`src/hw/rtl/wps_pkg.sv`:
```
// Shared types, constants and table functions of the weight prefetch scheduler.
// Used by weight_prefetch_scheduler_unit, wps_sched and wps_modred; has no dependencies of its own.
package wps_pkg;

    // Layer table and buffer limits
    localparam int TABLE_ENTRIES = 7;
    localparam int TABLE_ROWS    = 7;
    localparam int BUFFER_BYTES  = 8192;

    // Field widths
    localparam int ADDR_W   = 24;
    localparam int LEN_W    = 25;
    localparam int SUSP_W   = 8;
    localparam int ROW_W    = 10;
    localparam int OFFS_W   = 13;
    localparam int BYTES_W  = 14;
    localparam int FRAMES_W = 9;
    localparam int LOADF_W  = 7;
    localparam int FLEN_W   = 9;
    localparam int ENTRY_W  = 3;
    localparam int PROD_W   = 2 * ROW_W;
    localparam int CFG_W    = 25;
    localparam int CFG_IDX_W = 2;

    // Configuration register indexes
    localparam logic [CFG_IDX_W-1:0] CFG_REGION_BASE   = 2'd0;
    localparam logic [CFG_IDX_W-1:0] CFG_REGION_LENGTH = 2'd1;
    localparam logic [CFG_IDX_W-1:0] CFG_SUSPEND_COUNT = 2'd2;

    // Item kinds
    localparam logic ACT_START = 1'b0;
    localparam logic ACT_ROW   = 1'b1;

    typedef struct packed {
        logic [FRAMES_W-1:0] all_frames;
        logic [FLEN_W-1:0]   frame_bytes;
        logic [LOADF_W-1:0]  load_frames;
    } layer_row_t;

    typedef struct packed {
        logic [ADDR_W-1:0] region_base;
        logic [LEN_W-1:0]  region_length;
        logic [SUSP_W-1:0] suspend_count;
    } cfg_t;

    typedef struct packed {
        logic                read_buffer;
        logic [OFFS_W-1:0]   read_offset;
        logic                load_issue;
        logic                load_buffer;
        logic [ADDR_W-1:0]   load_address;
        logic [BYTES_W-1:0]  load_length;
    } res_t;

    // Layer table; an entry number past the last row wraps onto row 0
    function automatic layer_row_t layer_row(input logic [ENTRY_W-1:0] e);
        layer_row_t r;
        case (e)
            3'd0:    r = '{9'd128, 9'd120, 7'd68};
            3'd1:    r = '{9'd128, 9'd256, 7'd32};
            3'd2:    r = '{9'd128, 9'd256, 7'd32};
            3'd3:    r = '{9'd128, 9'd256, 7'd32};
            3'd4:    r = '{9'd128, 9'd256, 7'd32};
            3'd5:    r = '{9'd128, 9'd128, 7'd64};
            3'd6:    r = '{9'd488, 9'd128, 7'd64};
            default: r = '{9'd128, 9'd120, 7'd68};
        endcase
        return r;
    endfunction

    // Limit a byte count to the buffer size
    function automatic logic [BYTES_W-1:0] bound_bytes(input logic [15:0] n);
        logic [16:0] lim;
        lim = 17'(BUFFER_BYTES);
        return ({1'b0, n} > lim) ? BYTES_W'(lim) : BYTES_W'(n);
    endfunction

    // Full chunk size of one table row
    function automatic logic [BYTES_W-1:0] chunk_of(input layer_row_t r);
        return bound_bytes(16'(r.frame_bytes) * 16'(r.load_frames));
    endfunction

    localparam logic [BYTES_W-1:0] START_BYTES = chunk_of(layer_row(3'd0));

endpackage

```
`src/hw/rtl/weight_prefetch_scheduler_unit.sv`:
```
// Weight prefetch scheduler top level: stream ports, configuration registers,
// output register. Depends on wps_pkg and instantiates wps_sched.
//
// Usage:
//   Requests enter on s_tvalid/s_tready with s_tuser = action (0 start, 1 row)
//   and s_tdata = row_index, row_length. Each start request and each row
//   request taken while suspend_count is zero gives one result on
//   m_tvalid/m_tready; a row request while suspended is dropped.
//   The block works on one request at a time. A row request runs a radix-4
//   serial remainder of row_index * row_length by the chunk size in 10 digit
//   steps; when it flips the buffers and issues a flash load it runs three
//   more steps: frame select, length, address.
//   The next request is taken as soon as the result moves to the output
//   register, even while the receiver has not taken it yet; a stalled
//   receiver holds m_tdata and m_tuser and blocks only the following result.
//   Reset (rst_n low, asynchronous) clears the layer entry, frame count,
//   buffer select and load address, sets the chunk size to the first table
//   chunk and restores the configuration registers to their defaults.
//   Write configuration registers only while no request is in flight.
module weight_prefetch_scheduler_unit (
    input  logic                            clk,
    input  logic                            rst_n,
    input  logic                            s_tvalid,
    output logic                            s_tready,
    input  logic [23:0]                     s_tdata,   // row_index[9:0], row_length[19:10]
    input  logic [0:0]                      s_tuser,   // action[0]
    output logic                            m_tvalid,
    input  logic                            m_tready,
    output logic [55:0]                     m_tdata,   // read_buffer[0], read_offset[13:1],
                                                       // load_buffer[14], load_address[38:15],
                                                       // load_length[52:39]
    output logic [0:0]                      m_tuser,   // load_issue[0]
    input  logic                            cfg_we,
    input  logic [wps_pkg::CFG_IDX_W-1:0]   cfg_index,
    input  logic [wps_pkg::CFG_W-1:0]       cfg_data
);
    import wps_pkg::*;

    cfg_t   cfg_reg;
    res_t   res;
    logic   res_valid;
    logic   res_take;
    logic   in_accept;
    logic   m_tvalid_reg;
    res_t   out_reg;

    // Configuration writes
    always_ff @(posedge clk or negedge rst_n)
    begin
        if (!rst_n)
        begin
            cfg_reg.region_base   <= '0;
            cfg_reg.region_length <= 25'h1000000;
            cfg_reg.suspend_count <= '0;
        end
        else if (cfg_we)
        begin
            case (cfg_index)
                CFG_REGION_BASE:   cfg_reg.region_base   <= cfg_data[ADDR_W-1:0];
                CFG_REGION_LENGTH: cfg_reg.region_length <= cfg_data[LEN_W-1:0];
                CFG_SUSPEND_COUNT: cfg_reg.suspend_count <= cfg_data[SUSP_W-1:0];
                default:           cfg_reg <= cfg_reg;
            endcase
        end
    end

    assign in_accept = s_tvalid && s_tready;

    wps_sched u_sched (
        .clk        (clk),
        .rst_n      (rst_n),
        .in_accept  (in_accept),
        .action     (s_tuser[0]),
        .row_index  (s_tdata[ROW_W-1:0]),
        .row_length (s_tdata[2*ROW_W-1:ROW_W]),
        .cfg        (cfg_reg),
        .in_ready   (s_tready),
        .res_valid  (res_valid),
        .res        (res),
        .res_take   (res_take)
    );

    // Output register: load when empty or being drained
    assign res_take = res_valid && (!m_tvalid_reg || m_tready);

    always_ff @(posedge clk or negedge rst_n)
    begin
        if (!rst_n)
            m_tvalid_reg <= 1'b0;
        else if (res_take)
            m_tvalid_reg <= 1'b1;
        else if (m_tready)
            m_tvalid_reg <= 1'b0;
    end

    always_ff @(posedge clk)
    begin
        if (res_take)
            out_reg <= res;
    end

    assign m_tvalid   = m_tvalid_reg;
    assign m_tuser[0] = out_reg.load_issue;
    assign m_tdata    = {3'b000, out_reg.load_length, out_reg.load_address,
                         out_reg.load_buffer, out_reg.read_offset, out_reg.read_buffer};

endmodule

```
`src/hw/rtl/wps_modred.sv`:
```
// Radix-4 digit-serial remainder unit: (product mod divisor), two bits a cycle.
// Depends on wps_pkg for widths.
module wps_modred (
    input  logic                         clk,
    input  logic                         rst_n,
    input  logic                         start,
    input  logic [wps_pkg::PROD_W-1:0]   product,
    input  logic [wps_pkg::BYTES_W-1:0]  divisor,
    output logic                         done,
    output logic [wps_pkg::BYTES_W-1:0]  remainder
);
    import wps_pkg::*;

    localparam int DIGITS = PROD_W / 2;
    localparam int CNT_W  = $clog2(DIGITS);
    localparam int T_W    = BYTES_W + 2;

    logic                 run_reg;
    logic                 done_reg;
    logic [CNT_W-1:0]     cnt_reg;
    logic [PROD_W-1:0]    prod_reg;
    logic [BYTES_W-1:0]   div_reg;
    logic [BYTES_W-1:0]   rem_reg;
    logic [BYTES_W-1:0]   rem_next;
    logic [T_W-1:0]       t_val;
    logic [T_W-1:0]       d1;
    logic [T_W-1:0]       d2;
    logic [T_W-1:0]       d3;

    // Shift in the next digit and subtract the largest fitting multiple
    always_comb
    begin
        t_val = {rem_reg, prod_reg[PROD_W-1 -: 2]};
        d1    = T_W'(div_reg);
        d2    = {d1[T_W-2:0], 1'b0};
        d3    = d1 + d2;
        if (div_reg == '0)
            rem_next = '0;
        else if (t_val >= d3)
            rem_next = BYTES_W'(t_val - d3);
        else if (t_val >= d2)
            rem_next = BYTES_W'(t_val - d2);
        else if (t_val >= d1)
            rem_next = BYTES_W'(t_val - d1);
        else
            rem_next = BYTES_W'(t_val);
    end

    // Sequence control
    always_ff @(posedge clk or negedge rst_n)
    begin
        if (!rst_n)
        begin
            run_reg  <= 1'b0;
            done_reg <= 1'b0;
            cnt_reg  <= '0;
        end
        else
        begin
            done_reg <= 1'b0;
            if (start)
            begin
                run_reg <= 1'b1;
                cnt_reg <= '0;
            end
            else if (run_reg)
            begin
                cnt_reg <= cnt_reg + 1'b1;
                if (cnt_reg == CNT_W'(DIGITS - 1))
                begin
                    run_reg  <= 1'b0;
                    done_reg <= 1'b1;
                end
            end
        end
    end

    // Datapath shift registers
    always_ff @(posedge clk)
    begin
        if (start)
        begin
            prod_reg <= product;
            div_reg  <= divisor;
            rem_reg  <= '0;
        end
        else if (run_reg)
        begin
            prod_reg <= {prod_reg[PROD_W-3:0], 2'b00};
            rem_reg  <= rem_next;
        end
    end

    assign done      = done_reg;
    assign remainder = rem_reg;

endmodule

```
`src/hw/rtl/wps_sched.sv`:
```
// Scheduler sequencer: holds buffer, layer and address state and builds each result.
// Depends on wps_pkg and instantiates wps_modred.
module wps_sched (
    input  logic                        clk,
    input  logic                        rst_n,
    input  logic                        in_accept,
    input  logic                        action,
    input  logic [wps_pkg::ROW_W-1:0]   row_index,
    input  logic [wps_pkg::ROW_W-1:0]   row_length,
    input  wps_pkg::cfg_t               cfg,
    output logic                        in_ready,
    output logic                        res_valid,
    output wps_pkg::res_t               res,
    input  logic                        res_take
);
    import wps_pkg::*;

    typedef enum logic [6:0] {
        S_IDLE  = 7'b0000001,
        S_PREP  = 7'b0000010,
        S_MOD   = 7'b0000100,
        S_LOAD1 = 7'b0001000,
        S_LOAD2 = 7'b0010000,
        S_LOAD3 = 7'b0100000,
        S_DONE  = 7'b1000000
    } state_t;

    state_t                 state_reg, state_next;
    logic                   action_reg;
    logic [ROW_W-1:0]       row_index_reg;
    logic [ROW_W-1:0]       row_length_reg;
    logic [ENTRY_W-1:0]     entry_reg, entry_next;
    logic [FRAMES_W-1:0]    frames_left_reg, frames_left_next;
    logic                   active_reg, active_next;
    logic [ADDR_W-1:0]      addr_reg, addr_next;
    logic [BYTES_W-1:0]     chunk_reg, chunk_next;
    logic [LOADF_W-1:0]     frames_reg, frames_next;
    logic [FLEN_W-1:0]      flen_reg, flen_next;
    logic [BYTES_W-1:0]     len_reg, len_next;
    logic [LEN_W:0]         end_reg, end_next;
    res_t                   res_reg, res_next;

    logic                   mod_start;
    logic                   mod_done;
    logic [BYTES_W-1:0]     mod_rem;
    logic [PROD_W-1:0]      product;
    logic [ENTRY_W:0]       entry_inc;
    layer_row_t             row_sel;
    logic [ADDR_W:0]        adv;

    wps_modred u_modred (
        .clk       (clk),
        .rst_n     (rst_n),
        .start     (mod_start),
        .product   (product),
        .divisor   (chunk_next),
        .done      (mod_done),
        .remainder (mod_rem)
    );

    assign product = PROD_W'(row_index_reg) * PROD_W'(row_length_reg);

    // Next-state and datapath logic
    always_comb
    begin
        state_next       = state_reg;
        entry_next       = entry_reg;
        frames_left_next = frames_left_reg;
        active_next      = active_reg;
        addr_next        = addr_reg;
        chunk_next       = chunk_reg;
        frames_next      = frames_reg;
        flen_next        = flen_reg;
        len_next         = len_reg;
        end_next         = end_reg;
        res_next         = res_reg;
        mod_start        = 1'b0;
        entry_inc        = {1'b0, entry_reg} + 1'b1;
        row_sel          = layer_row(entry_reg);
        adv              = {1'b0, addr_reg} + (ADDR_W + 1)'(len_reg);

        case (state_reg)
            S_IDLE:
            begin
                if (in_accept)
                    state_next = S_PREP;
            end

            S_PREP:
            begin
                if (action_reg == ACT_START)
                begin
                    // restart: full first chunk into buffer 0
                    row_sel          = layer_row(3'd0);
                    entry_next       = '0;
                    active_next      = 1'b0;
                    frames_left_next = row_sel.all_frames - FRAMES_W'(row_sel.load_frames);
                    chunk_next       = START_BYTES;
                    addr_next        = cfg.region_base + ADDR_W'(START_BYTES);
                    res_next         = '{1'b0, '0, 1'b1, 1'b0, cfg.region_base, START_BYTES};
                    state_next       = S_DONE;
                end
                else if (cfg.suspend_count != '0)
                begin
                    // drop the row
                    state_next = S_IDLE;
                end
                else
                begin
                    if (row_index_reg == '0)
                        chunk_next = chunk_of(row_sel);
                    mod_start  = 1'b1;
                    state_next = S_MOD;
                end
            end

            S_MOD:
            begin
                if (mod_done)
                begin
                    if (mod_rem == '0)
                        state_next = S_LOAD1;
                    else
                    begin
                        res_next   = '{active_reg, OFFS_W'(mod_rem), 1'b0, 1'b0, '0, '0};
                        state_next = S_DONE;
                    end
                end
            end

            S_LOAD1:
            begin
                // flip buffers and pick the frames of the next load
                active_next = ~active_reg;
                if (frames_left_reg == '0)
                begin
                    if (entry_inc >= (ENTRY_W + 1)'(TABLE_ENTRIES))
                        entry_next = '0;
                    else
                        entry_next = entry_inc[ENTRY_W-1:0];
                    row_sel          = layer_row(entry_next);
                    frames_next      = row_sel.load_frames;
                    frames_left_next = row_sel.all_frames - FRAMES_W'(row_sel.load_frames);
                end
                else
                begin
                    if (frames_left_reg >= FRAMES_W'(row_sel.load_frames))
                        frames_next = row_sel.load_frames;
                    else
                        frames_next = LOADF_W'(frames_left_reg);
                    frames_left_next = frames_left_reg - FRAMES_W'(frames_next);
                end
                flen_next  = row_sel.frame_bytes;
                state_next = S_LOAD2;
            end

            S_LOAD2:
            begin
                len_next   = bound_bytes(16'(frames_reg) * 16'(flen_reg));
                end_next   = (LEN_W + 1)'(cfg.region_base) + (LEN_W + 1)'(cfg.region_length);
                state_next = S_LOAD3;
            end

            S_LOAD3:
            begin
                // advance the address, wrap at the region end
                if ((LEN_W + 1)'(adv) >= end_reg)
                    addr_next = cfg.region_base;
                else
                    addr_next = adv[ADDR_W-1:0];
                res_next   = '{active_reg, '0, 1'b1, ~active_reg, addr_reg, len_reg};
                state_next = S_DONE;
            end

            S_DONE:
            begin
                if (res_take)
                    state_next = S_IDLE;
            end

            default:
            begin
                state_next = S_IDLE;
            end
        endcase
    end

    // Control and scheduler state
    always_ff @(posedge clk or negedge rst_n)
    begin
        if (!rst_n)
        begin
            state_reg       <= S_IDLE;
            entry_reg       <= '0;
            frames_left_reg <= '0;
            active_reg      <= 1'b0;
            addr_reg        <= '0;
            chunk_reg       <= START_BYTES;
        end
        else
        begin
            state_reg       <= state_next;
            entry_reg       <= entry_next;
            frames_left_reg <= frames_left_next;
            active_reg      <= active_next;
            addr_reg        <= addr_next;
            chunk_reg       <= chunk_next;
        end
    end

    // Payload registers
    always_ff @(posedge clk)
    begin
        if (in_accept)
        begin
            action_reg     <= action;
            row_index_reg  <= row_index;
            row_length_reg <= row_length;
        end
        frames_reg <= frames_next;
        flen_reg   <= flen_next;
        len_reg    <= len_next;
        end_reg    <= end_next;
        res_reg    <= res_next;
    end

    assign in_ready  = (state_reg == S_IDLE);
    assign res_valid = (state_reg == S_DONE);
    assign res       = res_reg;

endmodule

```
`config.mk`:
```
export PLATFORM = sky130hd
export DESIGN_NAME = weight_prefetch_scheduler_unit
export DESIGN_NICKNAME = d
export VERILOG_FILES = /design/src/hw/rtl/wps_pkg.sv /design/src/hw/rtl/weight_prefetch_scheduler_unit.sv /design/src/hw/rtl/wps_modred.sv /design/src/hw/rtl/wps_sched.sv
export SDC_FILE = /design/constraint.sdc
export NUM_CORES = 1
export LEC_CHECK = 0
export ABC_AREA = 1
export BUFFER_PORTS_ARGS = -buffer_cell sky130_fd_sc_hd__buf_4
export CORE_MARGIN = 3
export CORE_UTILIZATION = 37
export CTS_CLUSTER_DIAMETER = 50
export DETAILED_ROUTE_END_ITERATION = 8
export PLACE_DENSITY = 0.59
export SLEW_MARGIN = 30
export SYNTH_ARGS = -nofsm -noshare
export SYNTH_HDL_FRONTEND = slang
export SYNTH_HIERARCHICAL = 1
export SYNTH_SLANG_ARGS = --single-unit
export TNS_END_PERCENT = 30
```
`constraint.sdc`:
```
create_clock -name clk -period 7.3 [get_ports clk]
set_input_delay 1.46 -clock clk [delete_from_list [all_inputs] [get_ports clk]]
set_output_delay 1.46 -clock clk [all_outputs]
set_load 0.005 [all_outputs]
```
; ---- Word-level counts from Yosys, hierarchy flattened
; Cells that the tools add are included.
[classes]
n_addsub = 11
multipliers = 3
order_cmp = 8
n_eq_ne = 28
muxes = 58
bitwise = 1
n_reduce_logical = 25
[ops]
columns = operator, count
row1 = 2-to-1 mux 54 bit, 3
row2 = one-hot mux 54 bit (3 select lines), 1
row3 = 2-to-1 mux 14 bit, 9
row4 = one-hot mux 25 bit (3 select lines), 1
row5 = 2-to-1 mux 7 bit, 9
row6 = 2-to-1 mux 25 bit, 2
row7 = one-hot mux 7 bit (7 select lines), 1
row8 = 2-to-1 mux 24 bit, 2
row9 = one-hot mux 16 bit (3 select lines), 1
row10 = one-hot mux 24 bit (2 select lines), 1
row11 = subtractor 14 bit, 3
row12 = 2-to-1 mux 20 bit, 2
row13 = "> comparator 16 x 14 -> 1 bit, second input constant", 2
row14 = logical NOT 14 bit, 2
row15 = adder 24 x 25 -> 26 bit, 1
row16 = >= comparator 25 x 26 -> 1 bit, 1
row17 = adder 24 x 14 -> 25 bit, 1
row18 = "adder 24 x 13 -> 24 bit, second input constant", 1
row19 = multiplier 10 x 10 -> 20 bit, 1
row20 = "equality test 3 bit, second input constant", 6
row21 = 2-to-1 mux 3 bit, 6
row22 = 2-to-1 mux 9 bit, 2
row23 = one-hot mux 9 bit (2 select lines), 1
row24 = subtractor 9 x 7 -> 9 bit, 2
row25 = 43 further kinds, 73
[totals]
regBits = 355
in_bits = 57
out_inout_bits = 59
wordCells = 169

; ---- Logic depth before layout (Yosys ltp)
[depth]
word_depth = 13
mapped_depth = 28
ltp_nobuf = 28

; ---- Cells and area by module
; Netlist, hierarchy kept.
[by_module_without_submodules]
columns = mod, instances, cells_each, area_each_um2, seq_area_each_um2
row1 = wps_sched, 1, 1997, 15685.0, 5036.1
row2 = wps_modred, 1, 801, 5539.1, 1451.4
row3 = weight_prefetch_scheduler_unit, 1, 319, 4025.1, 3074.2

; ---- Worst setup path before layout
; Ideal clock, no wire load.
[synth_timing]
kind = reg2reg
startpoint = register u_sched.row_index_reg[5]
endpoint = register u_sched.u_modred.prod_reg[13] (data pin)
setup_time_ns = 0.253
t_arrival_ns = 4.752
required_ns = 7.047
slack_ns = 2.295
stages_incl_launch_ff = 22
path_buffers = 1
period_less_slack_ns = 5.005
cell_sequence = edfxtp_1 -> clkbuf_1 -> nand2_1 -> fa_1 -> inv_1 -> fa_1 -> inv_1 -> fa_1 -> inv_1 -> fa_1 -> inv_1 -> fa_1 -> inv_1 -> ha_1 -> a21oi_1 -> o21ai_0 -> a21o_1 -> a21oi_1 -> o21ai_0 -> xor2_1 -> nand2_1 -> nand2_1
[synth_between]
elab_chain_len = 2
[synth_rtl]
columns = item, line_no
row1 = "start, declared", wps_sched.sv:30  ; logic [ROW_W-1:0] row_index_reg;
row2 = "start signal, assigned", wps_sched.sv:217  ; row_index_reg <= row_index;
row3 = multiplier 10 x 10 -> 20 bit, wps_sched.sv:61  ; assign product = PROD_W'(row_index_reg) * PROD_W'(row_length_reg);
row4 = net u_sched.product[13], wps_sched.sv:46  ; logic [PROD_W-1:0] product;
row5 = 2-to-1 mux 20 bit, wps_modred.sv:81  ; if (start)
row6 = "end signal, assigned", wps_modred.sv:83  ; prod_reg <= product;
row7 = "end signal, assigned", wps_modred.sv:89  ; prod_reg <= {prod_reg[PROD_W-3:0], 2'b00};
row8 = "end, declared", wps_modred.sv:21  ; logic [PROD_W-1:0] prod_reg;
; The timed path passes the listed nets, and every way through them passes these cells.
; A chain may end at the register's enable or synchronous reset.

; ---- Worst setup path after layout
[layout_timing]
startpoint = register u_sched.row_index_reg[5]
endpoint = register u_sched.u_modred.prod_reg[18] (data pin)
; Same word-level chain as after synthesis.

==> results.json <==
{
  "via_per_inst": 4.83,
  "finish.utilization": 0.424,
  "synthDistinctLibCells": 57,
  "stdcell_count": 4128,
  "htreeDepth": 2,
  "gp_congestion": 0.881,
  "relSlewSlack": 0.337,
  "drt_first_iter_violations": 1387,
  "antenna_found_initial": 0,
  "p_sw_frac": 0.459,
  "rows": 95,
  "pwr-share-comb": 0.570,
  "synth_most_common_cell": "nand2_1",
  "cts_hold_buffers": 0,
  "power.leakage_nw": 14.7,
  "avgSynthCellArea_sq_um": 8.10,
  "crit_fanout": 11,
  "crit_type": "reg2reg",
  "dp_hpwl_mm": 45.4,
  "drv_slew": 0,
  "dp_cells": 4033,
  "period_minus_slack_ns": 5.37,
  "synth_area_leader_cell": "edfxtp_1",
  "ios": 116,
  "num_antenna_cells": 0,
  "powerDensity_nw_per_um2": 441,
  "synth_area_leaders": "edfxtp_1 25%, nand2_1 13%, ha_1 11%",
  "crit_path_start_kind": "flop",
  "gr-usage-all-layers": 0.168,
  "cts_resized": 0,
  "cts_root_buf": "clkbuf_16",
  "cts_buffer_depth": 3,
  "dieHeight_um": 267,
  "synth-seq-cells": 343,
  "largest_reg_flops": 57,
  "hold_viol_final": 0,
  "area_growth_pct": 13.2,
  "nets": 3580,
  "hold_ws_ns": 0.417,
  "arrival_ns": 5.70,
  "cts_tree": "built",
  "remaining_drc_errors": 0,
  "drt_pass1_iterations": 5,
  "dieArea_sq_um": 71400,
  "yosys_warnings": 6,
  "critPathCaptureType": "flop",
  "required_ns": 7.63,
  "p_sw_w": 0.00579,
  "clockPowerShare": 0.196,
  "grt_pass1_wl_mm": 97.6,
  "grt_max_degree": 66,
  "ys.flop_type": "edfxtp_1",
  "synth-edff-count": 207,
  "cts.sinks": 343,
  "clock_latency_ns": 0.59,
  "cts_made_buffers": 51,
  "grt_pass1_vias": 18990,
  "synthTopCellsByCount": "885 x nand2_1, 510 x inv_1, 229 x ha_1, 207 x edfxtp_1, 195 x nor2_1",
  "cts_setup_buffers": 0,
  "num_vias": 19935,
  "wl_per_cell_um": 14.4,
  "power_w": 0.0126,
  "antenna_left": 0,
  "syn_inst": 3117,
  "nFillCells": 6767,
  "intPower_w": 0.00683,
  "netlist_area_sq_um": 25200,
  "irDropWorstVdd_v": 0.000402,
  "wirelength_mm": 59.5,
  "core_sq_um": 67400,
  "die_w_um": 267,
  "rsz0062_at_grt": "no",
  "synth_seq_area_share": 0.379,
  "outcome": "complete, no violations",
  "worstMarginPinSlew_ns": 0.986,
  "max_freq_mhz": 186,
  "clk_pin_slew_worst_paths_ns": 0.06,
  "setup_violations": 0,
  "drive_gt1_frac": 0.0903,
  "synth_top_area_share": 0.246,
  "setup-tns-final_ns": 0,
  "max-cap-violations": 0,
  "grt-ovfl-total": 0,
  "sequentialPowerShare": 0.234,
  "skew_ns": 0.0290,
  "post-route-period-util": 0.736,
  "async_flop_share": 0.356,
  "initial_utilization": 0.375,
  "io_buffers": 108,
  "min_path_type": "reg2reg"
}
## power by group through the flow
stage / clock [W] / sequential (W) / combinational [W]
CTS: 0.00255 / 0.00294 / 0.00726
finish: 0.00247 / 0.00295 / 0.00719
global route: 0.00264 / 0.00300 / 0.00847
detailed placement: 0 / 0.00298 / 0.00718
global placement: 0 / 0.00297 / 0.00718
floorplan: 0 / 0.00277 / 0.00584
## placed cells by master (no fill, tap or decap), drive strengths merged, types with 25 or more instances in the layout
cell type	instances
dfrtp	112
inv	541
edfxtp	207
o21ai	88
nand4	74
xor2	58
nor3	25
ha	229
nor2	210
fa	81
clkbuf	61
a21oi	168
buf	114
nand2	899
nand3	203
xnor2	31
## cells by family (layout without fill, tap and decap cells)
family / after synthesis / count (layout) / share of synthesized area
fa+ha+maj: 310 / 310 / 0.178
buf+inv: 605 / 738 / 0.0947
other cells: 3 / 8 / 0.000446
flops: 343 / 343 / 0.379
xor+xnor: 89 / 89 / 0.0309
compound gates: 322 / 322 / 0.0718
simple gates: 1445 / 1445 / 0.246
## through the flow
| stage | area (sq um) | setup slack, ns |
|---|---|---|
| floorplan | 25300 | 2.30 |
| global placement | 26800 | 1.92 |
| detailed placement | 26800 | 1.93 |
| CTS | 28600 | 1.91 |
| global route | 28600 | 1.51 |
| finish | 28600 | 1.93 |
## critical path, cell delays in order, from the launching register on
cell and delay [ns]:
edfxtp_1 0.67, nand2_1 0.15, fa_1 0.56, inv_1 0.05, fa_1 0.49, inv_1 0.05
fa_1 0.47, inv_1 0.05, fa_1 0.53, inv_1 0.05, fa_1 0.52, inv_1 0.04
ha_1 0.33, nand2_1 0.08, o21a_1 0.19, nand2_1 0.09, a21boi_0 0.13, o21ai_1 0.28
nand2_1 0.11, nand3_1 0.08, nand2_1 0.06, nand2_1 0.07, nand2_1 0.05
## layer usage
metal,up-vias,wire length [um],global-route usage
met3,67,3080,0.0240
li1,10266,-,-
met4,0,1030,0.0405
met1,9162,29700,0.247
met2,440,25700,0.260
met5,-,0,0
## cell type report
cell class	count	area (sq um)	share of cell area
flip-flops and latches	343	9560	0.335
clock buffers	61	1340	0.0467
repair buffers	114	863	0.0302
inverters	529	1990	0.0696
multi-input cells	2174	13300	0.466
clock inverters	34	408	0.0143
well taps	873	1090	0.0382
## worst paths after layout
kind | startpoint | endpoint | slack [ns] | cells past startpoint
hold reg to reg | u_sched/res[36] | m_tdata[37] | 0.42 | 0
hold / removal | u_sched/res[36] | m_tdata[37] | 0.42 | 0
min in group asynchronous | rst_n | cfg_reg[54] | 0.83 | 1
setup reg to reg | u_sched/row_index_reg[5] | u_sched/u_modred/prod_reg[18] | 1.93 | 22
max in group asynchronous | rst_n | u_sched/u_modred/cnt_reg[2] | 5.40 | 2
setup / recovery | u_sched/row_index_reg[5] | u_sched/u_modred/prod_reg[18] | 1.93 | 22
Power figures use the tool's default switching activity.
